### src/design/assert_macros.svh
// Assertion macros shared by the quadtree decoder RTL.
`ifndef ASSERT_MACROS_SVH
`define ASSERT_MACROS_SVH

// Check a condition on every clock edge outside reset.
`define QTD_ASSERT(lbl, clk, rst, prop) \
  lbl: assert property (@(posedge clk) disable iff (rst) (prop)) \
    else $error("qtd assertion failed");

// Check that a condition in one cycle implies another in the next.
`define QTD_ASSERT_NEXT(lbl, clk, rst, pre, post) \
  lbl: assert property (@(posedge clk) disable iff (rst) (pre) |=> (post)) \
    else $error("qtd assertion failed");

`endif

### src/design/qtd_pkg.sv
// Shared constants and types of the quadtree decoder.
`default_nettype none

package qtd_pkg;

  localparam int CODE_W   = 8;
  localparam int COORD_W  = 8;
  localparam int FSIDE_W  = 9;
  localparam int COLOR_W  = 8;
  localparam int LOG_W    = 4;

  localparam int DEF_MAX_SIDE_LOG = 8;
  localparam int DEF_QUEUE_DEPTH  = 65536;

  localparam logic [LOG_W-1:0] RESET_SIDE_LOG = 4'd8;

  // Square queue control from the decoder.
  typedef struct packed {
    logic arm;
    logic pop;
    logic split;
  } qtd_qctl_t;

  // One fill command word.
  typedef struct packed {
    logic [COORD_W-1:0] fill_x;
    logic [COORD_W-1:0] fill_y;
    logic [FSIDE_W-1:0] fill_side;
    logic [COLOR_W-1:0] red;
    logic [COLOR_W-1:0] green;
    logic [COLOR_W-1:0] blue;
    logic               image_done;
    logic               malformed;
  } qtd_fill_t;

endpackage

`default_nettype wire

### src/design/qtd_if.sv
// Stream channel interfaces: code bytes in, fill commands out.
`default_nettype none


interface qtd_fill_if;
  logic                        valid;
  logic                        ready;
  logic [qtd_pkg::COORD_W-1:0] fill_x;
  logic [qtd_pkg::COORD_W-1:0] fill_y;
  logic [qtd_pkg::FSIDE_W-1:0] fill_side;
  logic [qtd_pkg::COLOR_W-1:0] red;
  logic [qtd_pkg::COLOR_W-1:0] green;
  logic [qtd_pkg::COLOR_W-1:0] blue;
  logic                        image_done;
  logic                        malformed;

  modport source (output valid, output fill_x, output fill_y, output fill_side,
                  output red, output green, output blue, output image_done,
                  output malformed, input ready);
  modport sink (input valid, input fill_x, input fill_y, input fill_side,
                input red, input green, input blue, input image_done,
                input malformed, output ready);
endinterface

`default_nettype wire

### src/design/qtd_out_buf.sv
// Two-word output buffer between the decoder and the fill channel.
`default_nettype none

module qtd_out_buf (
  input  wire logic               clk,
  input  wire logic               rst,
  input  wire logic               in_valid,
  input  wire qtd_pkg::qtd_fill_t in_data,
  output      logic               full,
  qtd_fill_if.source              fill
);

  qtd_pkg::qtd_fill_t slot0, slot1;
  qtd_pkg::qtd_fill_t slot0_next, slot1_next;
  logic [1:0]         cnt, cnt_next;
  logic               pop;

  assign pop  = fill.valid && fill.ready;
  assign full = (cnt == 2'd2);

  always_comb begin
    // shift out first, then append behind what is left
    slot0_next = pop ? slot1 : slot0;
    slot1_next = slot1;
    cnt_next   = cnt - 2'(pop);
    if (in_valid) begin
      if (cnt_next == 2'd0) begin
        slot0_next = in_data;
      end else begin
        slot1_next = in_data;
      end
      cnt_next = cnt_next + 2'd1;
    end
  end

  always_ff @(posedge clk) begin
    if (rst) begin
      cnt <= 2'd0;
    end else begin
      cnt   <= cnt_next;
      slot0 <= slot0_next;
      slot1 <= slot1_next;
    end
  end

  assign fill.valid      = (cnt != 2'd0);
  assign fill.fill_x     = slot0.fill_x;
  assign fill.fill_y     = slot0.fill_y;
  assign fill.fill_side  = slot0.fill_side;
  assign fill.red        = slot0.red;
  assign fill.green      = slot0.green;
  assign fill.blue       = slot0.blue;
  assign fill.image_done = slot0.image_done;
  assign fill.malformed  = slot0.malformed;

endmodule

`default_nettype wire

### src/flat_wrapper.sv
// flat-port wrapper written by rule: the top's interface ports become plain ports
module qtd_out_buf_flat 
  (clk, rst, in_valid, in_data, full, fill_valid, fill_fill_x, fill_fill_y, fill_fill_side, fill_red, fill_green, fill_blue, fill_image_done, fill_malformed, fill_ready);
  qtd_fill_if fill_i ();
  input  wire logic clk;
  input  wire logic rst;
  input  wire logic in_valid;
  input  wire qtd_pkg::qtd_fill_t in_data;
  output      logic full;
  output wire logic [$bits(fill_i.valid)-1:0] fill_valid;
  output wire logic [$bits(fill_i.fill_x)-1:0] fill_fill_x;
  output wire logic [$bits(fill_i.fill_y)-1:0] fill_fill_y;
  output wire logic [$bits(fill_i.fill_side)-1:0] fill_fill_side;
  output wire logic [$bits(fill_i.red)-1:0] fill_red;
  output wire logic [$bits(fill_i.green)-1:0] fill_green;
  output wire logic [$bits(fill_i.blue)-1:0] fill_blue;
  output wire logic [$bits(fill_i.image_done)-1:0] fill_image_done;
  output wire logic [$bits(fill_i.malformed)-1:0] fill_malformed;
  input wire logic [$bits(fill_i.ready)-1:0] fill_ready;
  assign fill_valid = fill_i.valid;
  assign fill_fill_x = fill_i.fill_x;
  assign fill_fill_y = fill_i.fill_y;
  assign fill_fill_side = fill_i.fill_side;
  assign fill_red = fill_i.red;
  assign fill_green = fill_i.green;
  assign fill_blue = fill_i.blue;
  assign fill_image_done = fill_i.image_done;
  assign fill_malformed = fill_i.malformed;
  assign fill_i.ready = fill_ready;
  qtd_out_buf u_core (.clk(clk), .rst(rst), .in_valid(in_valid), .in_data(in_data), .full(full), .fill(fill_i));
endmodule
### config.mk
export PLATFORM = sky130hd
export DESIGN_NAME = qtd_out_buf_flat
export DESIGN_NICKNAME = d
export VERILOG_FILES = /design/src/design/assert_macros.svh /design/src/design/qtd_pkg.sv /design/src/design/qtd_if.sv /design/src/design/qtd_out_buf.sv /design/src/flat_wrapper.sv
export SDC_FILE = /design/constraint.sdc
export NUM_CORES = 1
export LEC_CHECK = 0
export BUFFER_PORTS_ARGS = -buffer_cell sky130_fd_sc_hd__buf_2
export CORE_ASPECT_RATIO = 1.75
export CORE_UTILIZATION = 40
export CTS_BUF_LIST = sky130_fd_sc_hd__clkbuf_4
export DETAILED_ROUTE_END_ITERATION = 10
export MAX_ROUTING_LAYER = met4
export SKIP_LAST_GASP = 1
export SYNTH_ARGS = -nofsm -noshare
export SYNTH_HDL_FRONTEND = slang
export SYNTH_SLANG_ARGS = --single-unit
### constraint.sdc
create_clock -name clk -period 6.2 [get_ports clk]
set_input_delay 0.62 -clock clk [delete_from_list [all_inputs] [get_ports clk]]
set_output_delay 0.62 -clock clk [all_outputs]
set_load 0.1 [all_outputs]
==> results.json <==
{
  "initial_core_util": 0.414,
  "cp-start-kind": "flip-flop",
  "hold_viol_final": 0,
  "synth_area_leaders": "edfxtp_1, a2bb2oi_1, a21oi_1",
  "antenna_found_initial": 2,
  "synth_most_common_cell": "edfxtp_1",
  "p_leak_uw": 0.00199,
  "netlist.area_leader.share": 0.718,
  "fmax_mhz": 268,
  "cts.htree.levels": 3,
  "status": "completed",
  "remaining_drc_errors": 0,
  "root_buffer": "clkbuf_4",
  "cpMaxStageDelayCell": "nand2_2",
  "cts_sinks": 104,
  "path_clk_slew_ns": 0.16,
  "final_max_slew_viol_count": 0,
  "min_path_type": "input pin to flip-flop",
  "ys_seq_area_frac": 0.728,
  "drtIter0Drc": 166,
  "yosysTopAreaCell": "edfxtp_1",
  "synth-async-reset-ratio": 0,
  "synthFlopType": "edfxtp_1",
  "overflow": 0,
  "core_area_mm2": 0.0103,
  "clockBufferDepth": 2,
  "crit_family": "buffers and inverters",
  "cts_tree": "done",
  "arrival_ns": 3.95,
  "cts_hold_buf": 0,
  "firstDrtPassIters": 4,
  "skew_ns": 0.0224,
  "cpPeakStageDelay_ns": 0.66,
  "wire_per_inst_um": 17.6,
  "grt_pass1_wl_um": 14500,
  "hold_ws_ns": 0.335,
  "die-area_mm2": 0.0111,
  "worst_pin_slew_ns": 1.13,
  "path_buf_inv": 2,
  "place_congestion": 0.696,
  "ioPinCount": 108,
  "fin_nets": 452,
  "syn_nets": 351,
  "postCtsSetupBuffers": 0,
  "yosys_warnings": 0,
  "dp_hpwl_um": 5330,
  "grt_setup_unrepaired": "no",
  "period_minus_slack_ns": 3.74,
  "cp.required_ns": 6.41,
  "wirelength_um": 9340,
  "grt_usage": 0.180,
  "timing.max_cap.violations": 0,
  "yosys-top-cells-count": "edfxtp_1, nand2_1, a2bb2oi_1, a21oi_1, buf_2",
  "final_antenna_net_count": 0,
  "synth_edf_count": 102,
  "die_h_um": 139,
  "worstSetupPathType": "flip-flop to flip-flop",
  "fin_crit_sh": 0.603,
  "synth_area_per_cell_um2": 14.5,
  "yosys.cell_types.count": 20,
  "power.density_mw_per_mm2": 558,
  "crit_fanout": 52,
  "cp_cell_sequence": "o21ai_4 > buf_4 > inv_2 > ha_1 > nor2b_1 > nand2_2 > a2bb2oi_1",
  "timing.slew.headroom": 0.243,
  "synth-seq-cells": 104,
  "rows": 49,
  "setup_viol": 0,
  "die_w_um": 80.1,
  "drive_above_1_share": 0.354,
  "cp-end-kind": "flip-flop",
  "syn2layout_area_growth_pct": 18.4,
  "tns_ns": 0,
  "post_cts_resized": 0,
  "via_per_inst": 5.15,
  "vdd_drop_max_v": 0.000299,
  "io_buffers": 107,
  "grt_pass1_vias": 2833,
  "syn_area_mm2": 0.00426,
  "dr_total_vias": 2731,
  "cts_buffers": 9,
  "grt_max_degree": 53,
  "clock_latency_ns": 0.46,
  "synthCells": 295
}
[state kept, by name, indices dropped and copies added, names as in the netlist]
register,flops
u_core.fill.red,8
u_core.fill.malformed,1
u_core.fill.fill_x,8
u_core.fill.image_done,1
u_core.slot1,51
u_core.cnt,2
u_core.fill.green,8
u_core.fill.fill_side,9
u_core.fill.fill_y,8
u_core.fill.blue,8
[where the power goes]
part | internal, uW | switching [uW]
sequential | 979 | 67.1
clock | 166 | 221
combinational | 286 | 1100
[path summary, 6_finish.rpt]
check,start,endpoint,slack [ns],cells past startpoint
min reg2reg,u_core.slot1[34],u_core.fill.fill_side[8],0.62,2
min,in_data[10],u_core.slot1[10],0.33,1
max reg2reg,u_core.cnt[1],u_core.fill.red[2],2.46,7
max,u_core.cnt[1],u_core.fill.red[2],2.46,7
[metrics by stage]
stage | power, uW | util | setup slack (ns) | instance area [um2] | cells
3_5_place_dp | 2460 | 0.474 | 2.17 | 4880 | 512
4_1_cts | 2840 | 0.490 | 2.42 | 5040 | 528
2_1_floorplan | 2240 | - | 0.496 | 4260 | 295
3_3_place_gp | 2430 | 0.474 | 2.20 | 4880 | 512
5_1_grt | 2940 | 0.490 | 2.23 | 5050 | 530
6_report | 2820 | 0.490 | 2.46 | 5050 | 530
[logic make-up after synthesis]
kind of cell             after synthesis  share of synthesized area
adder cells (fa/ha/maj)                1                    0.00293
AO/OA/AOI/OAI                        103                      0.175
XOR/XNOR                               2                    0.00411
buffers and inverters                 24                     0.0308
AND/OR/NAND/NOR                       61                     0.0590
flip-flops                           104                      0.728
[layer usage]
metal	track usage	part of all wire	vias to the layer above
met5	-	0	-
met4	0.0818	0.017	0
met3	0.0329	0.038	11
met2	0.294	0.50	70
met1	0.213	0.45	1315
li1	-	-	1335
[cells in the final DEF (no fill, tap or decap)]
master	n
a21oi_1	41
a21oi_2	10
a2bb2oi_1	51
and3b_2	1
buf_2	107
buf_4	4
bufinv_16	2
clkbuf_4	10
clkinv_1	2
clkinv_4	1
clkinvlp_4	1
dfxtp_1	2
diode_2	2
edfxtp_1	102
ha_1	1
inv_1	1
inv_2	2
nand2_1	51
nand2_2	1
nor2_1	1
nor2b_1	4
nor3_1	1
nor3b_2	1
o21ai_4	1
or2_2	1
xnor2_1	1
xor2_1	1
[layout make-up]
| class | instances | area (um2) |
|---|---|---|
| Clock buffer | 10 | 75.1 |
| Fill cell | 947 | 5250 |
| Multi-Input combinational cell | 167 | 1050 |
| Tap cell | 127 | 159 |
| Inverter | 3 | 11.3 |
| Clock inverter | 6 | 83.8 |
| Sequential cell | 104 | 3100 |
| Timing Repair Buffer | 111 | 566 |
| Antenna cell | 2 | 5.00 |
[worst reg2reg max path, cell delays in order, from the launching register on]
cell       delay [ns]
dfxtp_1          0.41
o21ai_4          0.15
buf_4            0.52
inv_2            0.61
ha_1             0.57
nor2b_1          0.24
nand2_2          0.66
a2bb2oi_1        0.35
Power figures use the tool's default switching activity.
